<file path="src/hw/rtl/psr_pkg.sv">
// ----------------------------------------------------------------------------
// psr_pkg
// Shared types and constants of the polyline step resampler.
// ----------------------------------------------------------------------------
package psr_pkg;

   localparam int unsigned COORD_W    = 36;  // signed Q27.8 coordinate
   localparam int unsigned DIFF_W     = 37;  // magnitude of a coordinate difference
   localparam int unsigned STEP_W     = 24;  // unsigned Q16.8 step
   localparam int unsigned MUL_W      = 30;  // operand width of the shared multiplier
   localparam int unsigned PROD_W     = 60;
   localparam int unsigned ACC_W      = 61;  // sum of two squares
   localparam int unsigned ROOT_W     = 62;
   localparam int unsigned QUOT_W     = 25;  // quotient bits of one offset
   localparam int unsigned DIVD_W     = 31;  // width of the square root result
   localparam int unsigned NUM_W      = 55;
   localparam int unsigned MAX_RUN_DEF = 64;

   localparam int unsigned CSR_ADDR_W = 3;
   localparam int unsigned CSR_DATA_W = 32;
   localparam logic [0:0]  REG_STEP_DISTANCE = 1'b0;

   typedef enum logic [3:0] {
      ST_IDLE,
      ST_DIFF,
      ST_FAR_X,
      ST_FAR_Y,
      ST_FAR_S,
      ST_FAR_CMP,
      ST_EMIT,
      ST_SHIFT,
      ST_SQ_X,
      ST_SQ_Y,
      ST_SQ_S,
      ST_SQRT,
      ST_NUM,
      ST_DLOAD,
      ST_DIV,
      ST_UPD
   } state_type;

endpackage

</file>
<file path="src/hw/rtl/psr_mul.sv">
// ----------------------------------------------------------------------------
// psr_mul
// Shared unsigned multiplier with a registered product.
// ----------------------------------------------------------------------------
module psr_mul (
   input  logic                          clock,
   input  logic [psr_pkg::MUL_W-1:0]     op_a,
   input  logic [psr_pkg::MUL_W-1:0]     op_b,
   output logic [psr_pkg::PROD_W-1:0]    prod
);

   logic [psr_pkg::PROD_W-1:0] prod_ff;
   logic [psr_pkg::PROD_W-1:0] prod_in;

   assign prod_in = {{(psr_pkg::PROD_W-psr_pkg::MUL_W){1'b0}}, op_a} *
                    {{(psr_pkg::PROD_W-psr_pkg::MUL_W){1'b0}}, op_b};

   always_ff @(posedge clock) begin
      prod_ff <= prod_in;
   end

   assign prod = prod_ff;

endmodule

</file>
<file path="src/hw/rtl/polyline_step_resampler_unit.sv">
// ----------------------------------------------------------------------------
// polyline_step_resampler_unit
// Resamples a polyline at a fixed step, one vertex word at a time.
// ----------------------------------------------------------------------------
// A vertex word marked first_vertex, or any vertex while step_distance is zero,
// is sent back unchanged as one result word and becomes the anchor. Otherwise
// the unit works one vertex at a time and holds req_ready low until it is done.
// For each resampled point it forms the distance test (the difference, then
// squares of both axes and of the step on the shared multiplier), normalizes
// the difference by shifting, squares and sums, takes an integer square root
// one result bit a cycle and divides for each axis one quotient bit a cycle;
// the square root loop and the serial divider take most of the time of each
// emitted point. A vertex nearer than the step holds req_ready low through the
// difference and distance test states and gives no word.
// A run holds at most MAX_RUN points; the last word of a run carries run_last,
// and run_truncated when the cap cut the run short. Each result word waits in
// the output register until it is taken.
// ----------------------------------------------------------------------------
module polyline_step_resampler_unit #(
   parameter int unsigned MAX_RUN = psr_pkg::MAX_RUN_DEF
) (
   input  logic                               clock,
   input  logic                               reset,
   // Input words
   input  logic                               req_valid,
   output logic                               req_ready,
   input  logic signed [psr_pkg::COORD_W-1:0] req_vertex_x,
   input  logic signed [psr_pkg::COORD_W-1:0] req_vertex_y,
   input  logic                               req_first_vertex,
   // Result words
   output logic                               rsp_valid,
   input  logic                               rsp_ready,
   output logic signed [psr_pkg::COORD_W-1:0] rsp_out_x,
   output logic signed [psr_pkg::COORD_W-1:0] rsp_out_y,
   output logic                               rsp_run_last,
   output logic                               rsp_run_truncated,
   // Register port
   input  logic                               psel,
   input  logic                               penable,
   input  logic                               pwrite,
   input  logic [psr_pkg::CSR_ADDR_W-1:0]     paddr,
   input  logic [psr_pkg::CSR_DATA_W-1:0]     pwdata,
   output logic [psr_pkg::CSR_DATA_W-1:0]     prdata,
   output logic                               pready
);

   localparam int unsigned CNT_W = $clog2(MAX_RUN + 1);
   localparam logic [CNT_W-1:0] CNT_MAX = CNT_W'(MAX_RUN);

   psr_pkg::state_type state_ff, state_in;

   // Control registers.
   logic [psr_pkg::STEP_W-1:0]         step_ff;
   logic [CNT_W-1:0]                   cnt_ff;
   logic                               have_pt_ff;
   logic signed [psr_pkg::COORD_W-1:0] anchor_x_ff;
   logic signed [psr_pkg::COORD_W-1:0] anchor_y_ff;

   // Payload registers.
   logic signed [psr_pkg::COORD_W-1:0] vx_ff, vy_ff;
   logic [psr_pkg::DIFF_W-1:0]         mag_x_ff, mag_y_ff;
   logic                               sgn_x_ff, sgn_y_ff;
   logic                               big_ff;
   logic [psr_pkg::ACC_W-1:0]          acc_ff;
   logic [psr_pkg::ROOT_W-1:0]         root_ff;
   logic [psr_pkg::ACC_W-1:0]          bit_ff;
   logic [psr_pkg::DIVD_W-1:0]         rem_ff;
   logic [psr_pkg::QUOT_W-1:0]         qsh_ff;
   logic [4:0]                         divcnt_ff;
   logic                               axis_ff;
   logic signed [psr_pkg::COORD_W-1:0] out_x_ff, out_y_ff;
   logic                               last_ff, trunc_ff;

   // Shared multiplier.
   logic [psr_pkg::MUL_W-1:0]  mul_a, mul_b;
   logic [psr_pkg::PROD_W-1:0] prod;

   psr_mul u_mul (
      .clock (clock),
      .op_a  (mul_a),
      .op_b  (mul_b),
      .prod  (prod)
   );

   // Register port: no wait states. A write lands at the access phase.
   logic csr_wr;
   assign pready = 1'b1;
   assign csr_wr = psel & penable & pwrite & (paddr[2] == psr_pkg::REG_STEP_DISTANCE);

   always_comb begin
      if (paddr[2] == psr_pkg::REG_STEP_DISTANCE) begin
         prdata = {{(psr_pkg::CSR_DATA_W-psr_pkg::STEP_W){1'b0}}, step_ff};
      end else begin
         prdata = '0;
      end
   end

   logic accept_in;
   assign accept_in = req_valid & req_ready;

   logic pass_thru;
   assign pass_thru = req_first_vertex | (step_ff == '0);

   // Difference from the anchor, as sign and magnitude.
   logic signed [psr_pkg::DIFF_W-1:0] dx, dy;
   assign dx = {vx_ff[psr_pkg::COORD_W-1], vx_ff} - {anchor_x_ff[psr_pkg::COORD_W-1], anchor_x_ff};
   assign dy = {vy_ff[psr_pkg::COORD_W-1], vy_ff} - {anchor_y_ff[psr_pkg::COORD_W-1], anchor_y_ff};

   // The distance is at least the step when either axis is huge or the
   // squared distance reaches the squared step.
   logic far;
   assign far = big_ff | (acc_ff >= {1'b0, prod});

   logic at_cap;
   assign at_cap = (cnt_ff == CNT_MAX);

   logic over;
   assign over = (|mag_x_ff[psr_pkg::DIFF_W-1:psr_pkg::MUL_W]) |
                 (|mag_y_ff[psr_pkg::DIFF_W-1:psr_pkg::MUL_W]);

   // One step of the bitwise square root.
   logic [psr_pkg::ROOT_W:0] sq_trial;
   logic                     sq_ge;
   assign sq_trial = {1'b0, root_ff} + {2'b00, bit_ff};
   assign sq_ge    = {2'b00, acc_ff} >= sq_trial;

   // One step of the restoring divider. The root is the divisor.
   logic [psr_pkg::DIVD_W-1:0] divisor;
   logic [psr_pkg::DIVD_W:0]   rem2;
   logic                       div_ge;
   logic [psr_pkg::DIVD_W:0]   rem_sub;
   assign divisor = root_ff[psr_pkg::DIVD_W-1:0];
   assign rem2    = {rem_ff, qsh_ff[psr_pkg::QUOT_W-1]};
   assign div_ge  = rem2 >= {1'b0, divisor};
   assign rem_sub = rem2 - {1'b0, divisor};

   // Rounded numerator m * step + floor(D / 2).
   logic [psr_pkg::NUM_W:0] numer;
   assign numer = {1'b0, prod[psr_pkg::NUM_W-1:0]} +
                  {{(psr_pkg::NUM_W+1-psr_pkg::DIVD_W+1){1'b0}},
                   divisor[psr_pkg::DIVD_W-1:1]};

   // Signed offset for the axis being finished.
   logic [psr_pkg::COORD_W-1:0] offs;
   logic                        offs_neg;
   assign offs_neg = axis_ff ? sgn_y_ff : sgn_x_ff;
   assign offs = offs_neg ?
                 (~{{(psr_pkg::COORD_W-psr_pkg::QUOT_W){1'b0}}, qsh_ff} + 1'b1) :
                 {{(psr_pkg::COORD_W-psr_pkg::QUOT_W){1'b0}}, qsh_ff};

   // Multiplier operand selection.
   always_comb begin
      mul_a = '0;
      mul_b = '0;
      unique case (state_ff)
         psr_pkg::ST_FAR_X: begin
            mul_a = {{(psr_pkg::MUL_W-24){1'b0}}, mag_x_ff[23:0]};
            mul_b = mul_a;
         end
         psr_pkg::ST_FAR_Y: begin
            mul_a = {{(psr_pkg::MUL_W-24){1'b0}}, mag_y_ff[23:0]};
            mul_b = mul_a;
         end
         psr_pkg::ST_FAR_S: begin
            mul_a = {{(psr_pkg::MUL_W-psr_pkg::STEP_W){1'b0}}, step_ff};
            mul_b = mul_a;
         end
         psr_pkg::ST_SQ_X: begin
            mul_a = mag_x_ff[psr_pkg::MUL_W-1:0];
            mul_b = mul_a;
         end
         psr_pkg::ST_SQ_Y: begin
            mul_a = mag_y_ff[psr_pkg::MUL_W-1:0];
            mul_b = mul_a;
         end
         psr_pkg::ST_NUM: begin
            mul_a = axis_ff ? mag_y_ff[psr_pkg::MUL_W-1:0] : mag_x_ff[psr_pkg::MUL_W-1:0];
            mul_b = {{(psr_pkg::MUL_W-psr_pkg::STEP_W){1'b0}}, step_ff};
         end
         default: begin
            mul_a = '0;
            mul_b = '0;
         end
      endcase
   end

   // Next state.
   always_comb begin
      state_in = state_ff;
      unique case (state_ff)
         psr_pkg::ST_IDLE: begin
            if (req_valid) begin
               state_in = pass_thru ? psr_pkg::ST_EMIT : psr_pkg::ST_DIFF;
            end
         end
         psr_pkg::ST_DIFF:  state_in = psr_pkg::ST_FAR_X;
         psr_pkg::ST_FAR_X: state_in = psr_pkg::ST_FAR_Y;
         psr_pkg::ST_FAR_Y: state_in = psr_pkg::ST_FAR_S;
         psr_pkg::ST_FAR_S: state_in = psr_pkg::ST_FAR_CMP;
         psr_pkg::ST_FAR_CMP: begin
            if (have_pt_ff) begin
               state_in = psr_pkg::ST_EMIT;
            end else begin
               state_in = far ? psr_pkg::ST_SHIFT : psr_pkg::ST_IDLE;
            end
         end
         psr_pkg::ST_EMIT: begin
            if (rsp_ready) begin
               state_in = last_ff ? psr_pkg::ST_IDLE : psr_pkg::ST_SHIFT;
            end
         end
         psr_pkg::ST_SHIFT: state_in = over ? psr_pkg::ST_SHIFT : psr_pkg::ST_SQ_X;
         psr_pkg::ST_SQ_X:  state_in = psr_pkg::ST_SQ_Y;
         psr_pkg::ST_SQ_Y:  state_in = psr_pkg::ST_SQ_S;
         psr_pkg::ST_SQ_S:  state_in = psr_pkg::ST_SQRT;
         psr_pkg::ST_SQRT:  state_in = bit_ff[0] ? psr_pkg::ST_NUM : psr_pkg::ST_SQRT;
         psr_pkg::ST_NUM:   state_in = psr_pkg::ST_DLOAD;
         psr_pkg::ST_DLOAD: state_in = psr_pkg::ST_DIV;
         psr_pkg::ST_DIV: begin
            if (divcnt_ff == 5'(psr_pkg::QUOT_W - 1)) begin
               state_in = psr_pkg::ST_UPD;
            end
         end
         psr_pkg::ST_UPD:   state_in = axis_ff ? psr_pkg::ST_DIFF : psr_pkg::ST_NUM;
         default:           state_in = psr_pkg::ST_IDLE;
      endcase
   end

   // Handshake outputs.
   always_comb begin
      req_ready = (state_ff == psr_pkg::ST_IDLE);
      rsp_valid = (state_ff == psr_pkg::ST_EMIT);
   end

   assign rsp_out_x         = out_x_ff;
   assign rsp_out_y         = out_y_ff;
   assign rsp_run_last      = last_ff;
   assign rsp_run_truncated = trunc_ff;

   // Control state: sequencer, step register, run count, point and axis flags and anchor.
   always_ff @(posedge clock) begin
      if (reset) begin
         state_ff    <= psr_pkg::ST_IDLE;
         step_ff     <= '0;
         cnt_ff      <= '0;
         have_pt_ff  <= 1'b0;
         anchor_x_ff <= '0;
         anchor_y_ff <= '0;
         axis_ff     <= 1'b0;
      end else begin
         state_ff <= state_in;
         if (csr_wr) begin
            step_ff <= pwdata[psr_pkg::STEP_W-1:0];
         end
         if (accept_in) begin
            cnt_ff     <= '0;
            have_pt_ff <= 1'b0;
            axis_ff    <= 1'b0;
            if (pass_thru) begin
               anchor_x_ff <= req_vertex_x;
               anchor_y_ff <= req_vertex_y;
            end
         end
         if (state_ff == psr_pkg::ST_UPD) begin
            axis_ff <= ~axis_ff;
            if (axis_ff) begin
               anchor_y_ff <= anchor_y_ff + offs;
               cnt_ff      <= cnt_ff + 1'b1;
               have_pt_ff  <= 1'b1;
            end else begin
               anchor_x_ff <= anchor_x_ff + offs;
            end
         end
      end
   end

   // Datapath.
   always_ff @(posedge clock) begin
      unique case (state_ff)
         psr_pkg::ST_IDLE: begin
            vx_ff    <= req_vertex_x;
            vy_ff    <= req_vertex_y;
            out_x_ff <= req_vertex_x;
            out_y_ff <= req_vertex_y;
            last_ff  <= 1'b1;
            trunc_ff <= 1'b0;
         end
         psr_pkg::ST_DIFF: begin
            sgn_x_ff <= dx[psr_pkg::DIFF_W-1];
            sgn_y_ff <= dy[psr_pkg::DIFF_W-1];
            mag_x_ff <= dx[psr_pkg::DIFF_W-1] ? -dx : dx;
            mag_y_ff <= dy[psr_pkg::DIFF_W-1] ? -dy : dy;
         end
         psr_pkg::ST_FAR_X: begin
            big_ff <= (|mag_x_ff[psr_pkg::DIFF_W-1:24]) | (|mag_y_ff[psr_pkg::DIFF_W-1:24]);
         end
         psr_pkg::ST_FAR_Y: begin
            acc_ff <= {1'b0, prod};
         end
         psr_pkg::ST_FAR_S: begin
            acc_ff <= acc_ff + {1'b0, prod};
         end
         psr_pkg::ST_FAR_CMP: begin
            out_x_ff <= anchor_x_ff;
            out_y_ff <= anchor_y_ff;
            last_ff  <= ~far | at_cap;
            trunc_ff <= far & at_cap;
         end
         psr_pkg::ST_SHIFT: begin
            if (over) begin
               mag_x_ff <= mag_x_ff >> 1;
               mag_y_ff <= mag_y_ff >> 1;
            end
         end
         psr_pkg::ST_SQ_Y: begin
            acc_ff <= {1'b0, prod};
         end
         psr_pkg::ST_SQ_S: begin
            acc_ff  <= acc_ff + {1'b0, prod};
            root_ff <= '0;
            bit_ff  <= {1'b1, {(psr_pkg::ACC_W-1){1'b0}}};
         end
         psr_pkg::ST_SQRT: begin
            if (sq_ge) begin
               acc_ff  <= acc_ff - sq_trial[psr_pkg::ACC_W-1:0];
               root_ff <= (root_ff >> 1) + {1'b0, bit_ff};
            end else begin
               root_ff <= root_ff >> 1;
            end
            bit_ff <= bit_ff >> 2;
         end
         psr_pkg::ST_DLOAD: begin
            rem_ff    <= {1'b0, numer[psr_pkg::NUM_W-1:psr_pkg::QUOT_W]};
            qsh_ff    <= numer[psr_pkg::QUOT_W-1:0];
            divcnt_ff <= '0;
         end
         psr_pkg::ST_DIV: begin
            rem_ff    <= div_ge ? rem_sub[psr_pkg::DIVD_W-1:0] : rem2[psr_pkg::DIVD_W-1:0];
            qsh_ff    <= {qsh_ff[psr_pkg::QUOT_W-2:0], div_ge};
            divcnt_ff <= divcnt_ff + 1'b1;
         end
         default: begin
         end
      endcase
   end

endmodule

</file>
<file path="config.mk">
export PLATFORM = sky130hd
export DESIGN_NAME = polyline_step_resampler_unit
export DESIGN_NICKNAME = d
export VERILOG_FILES = /design/src/hw/rtl/psr_pkg.sv /design/src/hw/rtl/psr_mul.sv /design/src/hw/rtl/polyline_step_resampler_unit.sv
export SDC_FILE = /design/constraint.sdc
export NUM_CORES = 2
export LEC_CHECK = 0
export BUFFER_PORTS_ARGS = -buffer_cell sky130_fd_sc_hd__buf_2
export CAP_MARGIN = 20
export CORE_AREA = 2 2 449 451
export DETAILED_ROUTE_END_ITERATION = 8
export DIE_AREA = 0 0 451 453
export GPL_TIMING_DRIVEN = 0
export PLACE_DENSITY_LB_ADDON = 0.12
export SYNTH_ARGS = -nofsm -noshare
export SYNTH_HDL_FRONTEND = slang
export SYNTH_SLANG_ARGS = --single-unit
</file>
<file path="constraint.sdc">
create_clock -name clock -period 19.7 [get_ports clock]
set_clock_uncertainty 0.2 [all_clocks]
set_input_delay 2.955 -clock clock [delete_from_list [all_inputs] [get_ports clock]]
set_output_delay 2.955 -clock clock [all_outputs]
set_load 0.1 [all_outputs]
</file>
==> results <==
- The flow ran to the end, and the final reports show no timing, DRC or antenna violations.
- Synthesis handed over a netlist of 9,223 instances.
- For the worst setup path, the data arrival time is 13.77 ns.
- The critical-path maximum fanout is 10.
- The number of buffers created by CTS is 80.
- STA classifies the critical path startpoint as a flop.
- The met2 wire length is 144,000 microns.
- The cell type contributing the most total cell area after synthesis is fa_1.
- From synthesis to final layout, the design area changed by 9.89%.
- The top routing layer in use is met5.
- The most common cell after layout, fill and taps aside is inv_1.
- Entering global routing, the biggest net connects 62 pins.
- The longest clock path from root to sink contains 3 buffers.
- The post-route DRC violation count is 0.
- The count of boundary I/O pins is 224.
- The antenna violation net count after detailed routing is 0.
- Summing all multi-input logic gate instances after layout gives 57,100 sq um.
- The most critical setup path has its startpoint at state_ff[2].
- Routability-driven placement finished with a final weighted congestion of 1.02.
- The critical path crosses 36 cells after its start point.
- The internal power is 5.73 mW.
- The relative max-transition margin is 15.6%.
- The detailed router put a total of 140,000 microns of wire on met1.
- The worst-case IR drop observed on VDD is 0.170 mV.
- The synthesized cell area is 79,400 sq um.
- The final hold violation count is 0.
- In the synthesized netlist the async set-or-reset flop fraction comes to 0%.
- The number of global-route vias before repair came to 69,400.
- The peak per-stage delay on the critical path is 0.80 ns.
- In the detailed route, the total length drawn on met3 is 25,400 microns.
- In this run, synthesis produced a sequential element count of 607.
- For this run, the detailed router's first-pass iteration total came to 6.
- For this design, the CTS-stage hold fixing added 0 buffers.
- The distinct cell type count of the synthesized netlist is 97.
- At the worst endpoint, the required time is 20.08 ns.
- The post-route netlist has 6.26% of its cells at a drive strength greater than 1.
- The tool flagged a number of max-cap violations equal to 0.
- By area the synthesized netlist is led by fa_1 (20%), edfxtp_1 (17%), ha_1 (11%), inv_1 (5.3%), nor2_1 (4.9%).
- Clock-pin slew was measured on the worst setup and hold paths at 0.06 ns.
- The routed wire length is 325,000 microns.
- The final HPWL from detailed placement is 271,000 microns.
- For the worst flop-to-flop path, the logic depth is 36.
- The count of warnings emitted by yosys is 0.
- The maximum level of the CTS H-tree is 3.
- The type of the setup path with the least slack is flop to flop.
- Clock tree synthesis found a total of 607 sinks.
- After filler insertion, the fill cell instance count of the layout stands at 20,000.
- The most repeated library cell on the critical path is fa_1.
- The minimum setup slack among reg-to-reg paths is 6.31 ns.
- The relative contribution of the clock network to total power is 12.1%.
- The post-placement cell count is 12,100.
- The initial antenna violation count is 27.
- The placement row count is 164.
- The class of the worst hold path is flop to flop.
- The power share of the sequential group is 18.8%.
- The post-cts repair resize count is 0.
- The die covers 204,000 sq um.
- The final count of negative-setup-slack endpoints is 0.
- TritonCTS built the clock tree.
- The endpoint type of the worst setup path is a flop.
- The fmax is 74.7 MHz.
- The cell sitting at the root of the clock tree is a clkbuf_16.
- Post-CTS timing repair inserted 0 buffers for setup.
- The sequential cells in the finished layout cover a total of 16,500 sq um.
- The worst register-to-register path begins at state_ff[2].
- Of the total power, combinational logic draws 69.1%.
- In the global route stage, overall resource usage came out at 31.3%.
- The startpoint identified for the worst hold timing path is anchor_x_ff[35].
- The transition time of the tightest slew-check pin is 1.27 ns.
- The number of cells in the finished layout apart from fillers is 12,300.
- The global-route wire length before repair is 472,000 microns.
- Together, buffers and inverters on the worst path number 12.
- The worst register-to-register path ends at u_mul.prod[55].
- The final route contains 70,600 vias.
- Leaving out fill and tap cells, the most frequent cells in the layout are inv_1 (1,130), nor2_1 (1,026), nand2_1 (985).
- The destination of the critical timing path is u_mul.prod[55].
- Counting flops with a built-in enable in the synthesized netlist gives 438.
- The effective utilization at floorplan is 39.8%.
- The most common flop cell mapped by yosys is edfxtp_1.
- The power density normalized to cell area is 145 nW/um^2.
- The static power due to leakage is 38.8 nW.
- The total negative slack for setup checks is 0 ns.
- The kind of cell with the highest combined delay along the critical path is adder cells.
- The analysis attributes to net switching a power of 6.94 mW.
- The clock latency on the worst-skew pair is 0.77 ns.
- Measured along the x axis, the die boundary spans 451 microns.
- Of the synthesized area, sequential elements account for 20.8%.
- The portion of the clock cycle consumed by the worst path in the final layout is 68.0%.
- The final layout net count is 11,200.
- The vertical die dimension is 453 microns.
- The total overflow left after global routing is 0.
- A synthesized cell averages 8.61 sq um.
- The DRC violation total after the first TritonRoute iteration is 6,664.
- For this design, the slowest cell found on the critical path is clkbuf_1.
- After detailed routing, the number of vias per cell comes to 5.74.
- In the final routed layout, each cell accounts on average for 26.4 microns.
- Setup repair after global routing left no endpoint under its margin.
- The number of pins with negative max-slew slack in the final report was 0.
- The switching share of power is 54.8%.
- The core region is 199,000 sq um.
- The proportion of netlist area held by the largest area contributor is 19.8%.
- Port buffering added 203 buffers.
- Subtracting the final worst setup slack from the clock period gives 13.39 ns.
[synthesized netlist by cell type, types with 68 or more instances]
library cell     n
inv_1         1131
nor2_1        1028
nand2_1        985
fa_1           787
ha_1           704
a21oi_1        565
edfxtp_1       438
o21ai_0        373
clkbuf_1       355
xnor2_1        317
a21o_1         266
xor2_1         193
dfxtp_1        169
mux2i_1        133
a211oi_1       130
nand3_1        129
nand4_1        101
nor3_1         100
a31oi_1         96
mux2_2          96
and2_1          92
nor2b_1         85
o21a_1          76
nand2b_1        72
and3_1          68
[worst min-delay path by stage]
stage / endpoint / slack [ns] / depth (start not counted)
finish: anchor_x_ff[35] / 0.32 / 1
global route: cnt_ff[6] / 0.36 / 2
CTS: anchor_x_ff[35] / 0.31 / 1
detailed placement: anchor_x_ff[35] / 0.29 / 1
global placement: anchor_x_ff[35] / 0.28 / 1
floorplan: anchor_x_ff[35] / 0.25 / 1
[cell type report]
cell class | count | area share, %
sequential | 607 | 19.0
multi-input combinational | 7077 | 65.4
clock inverter | 44 | 0.559
clock buffer | 106 | 2.52
inverter | 1135 | 4.89
buffer | 411 | 1.84
timing repair buffer | 266 | 2.00
tap | 2656 | 3.81
antenna | 2 | 0.00574
[power by group through the flow]
stage          Combinational [mW]  Clock, mW  Sequential, mW
2_1_floorplan                5.51          0            2.77
3_3_place_gp                 8.42          0            2.46
3_5_place_dp                 8.56          0            2.41
4_1_cts                      8.62       1.55            2.38
5_1_grt                      9.52       1.60            2.41
6_report                     8.76       1.53            2.39
[sequential cells by signal, summed over array words and instances (netlist names), 4 cells and up]
signal / cells
acc_ff: 61
rem_ff: 31
vy_ff: 36
qsh_ff: 25
mag_y_ff: 37
root_ff: 62
divcnt_ff: 5
cnt_ff: 7
u_mul.prod: 60
mag_x_ff: 37
vx_ff: 36
bit_ff: 31
anchor_x_ff: 36
step_ff: 24
rsp_out_y: 36
anchor_y_ff: 36
rsp_out_x: 36
state_ff: 4
[routing by layer]
| metal | vias to the layer above | GRT usage, % |
|---|---|---|
| li1 | 32100 | - |
| met2 | 2740 | 49.3 |
| met5 | - | 0 |
| met4 | 12 | 12.9 |
| met3 | 568 | 6.52 |
| met1 | 35200 | 41.8 |
[logic make-up (layout without fill, tap and decap cells)]
group                      Yosys count  count (layout)  synth area share [%]
AOI/OAI and AO/OA                 1970            1970                  16.0
xor gates and xnor gates           510             510                  5.63
adders and majority gates         1491            1491                  30.9
buffers and inverters             1546            1962                  7.39
DFF                                607             607                  20.8
muxes                              229             229                  3.04
other                                2              11               0.00946
and+or+nand+nor                   2868            2868                  16.2
[metrics by stage]
stage	area [sq um]	utilization [%]	hold WS (ns)	setup slack [ns]	power [mW]
floorplan	79400	-	0.248	9.73	8.29
global placement	83700	42.0	0.284	3.93	10.9
detailed placement	84400	42.3	0.293	6.19	11.0
CTS	87100	43.7	0.309	6.14	12.6
global route	87200	43.8	0.362	5.81	13.5
finish	87200	43.8	0.315	6.31	12.7
[worst reg2reg max path, delay by kind of cell (launching register included)]
kind	cells	cell delay (ns)
AO/OA/AOI/OAI	10	3.19
XOR/XNOR	1	0.66
AND/OR/NAND/NOR	4	1.09
flip-flops	1	0.31
adder cells (fa/ha/maj)	9	4.51
buffers and inverters	12	3.24
(Power assumes the default switching activity.)
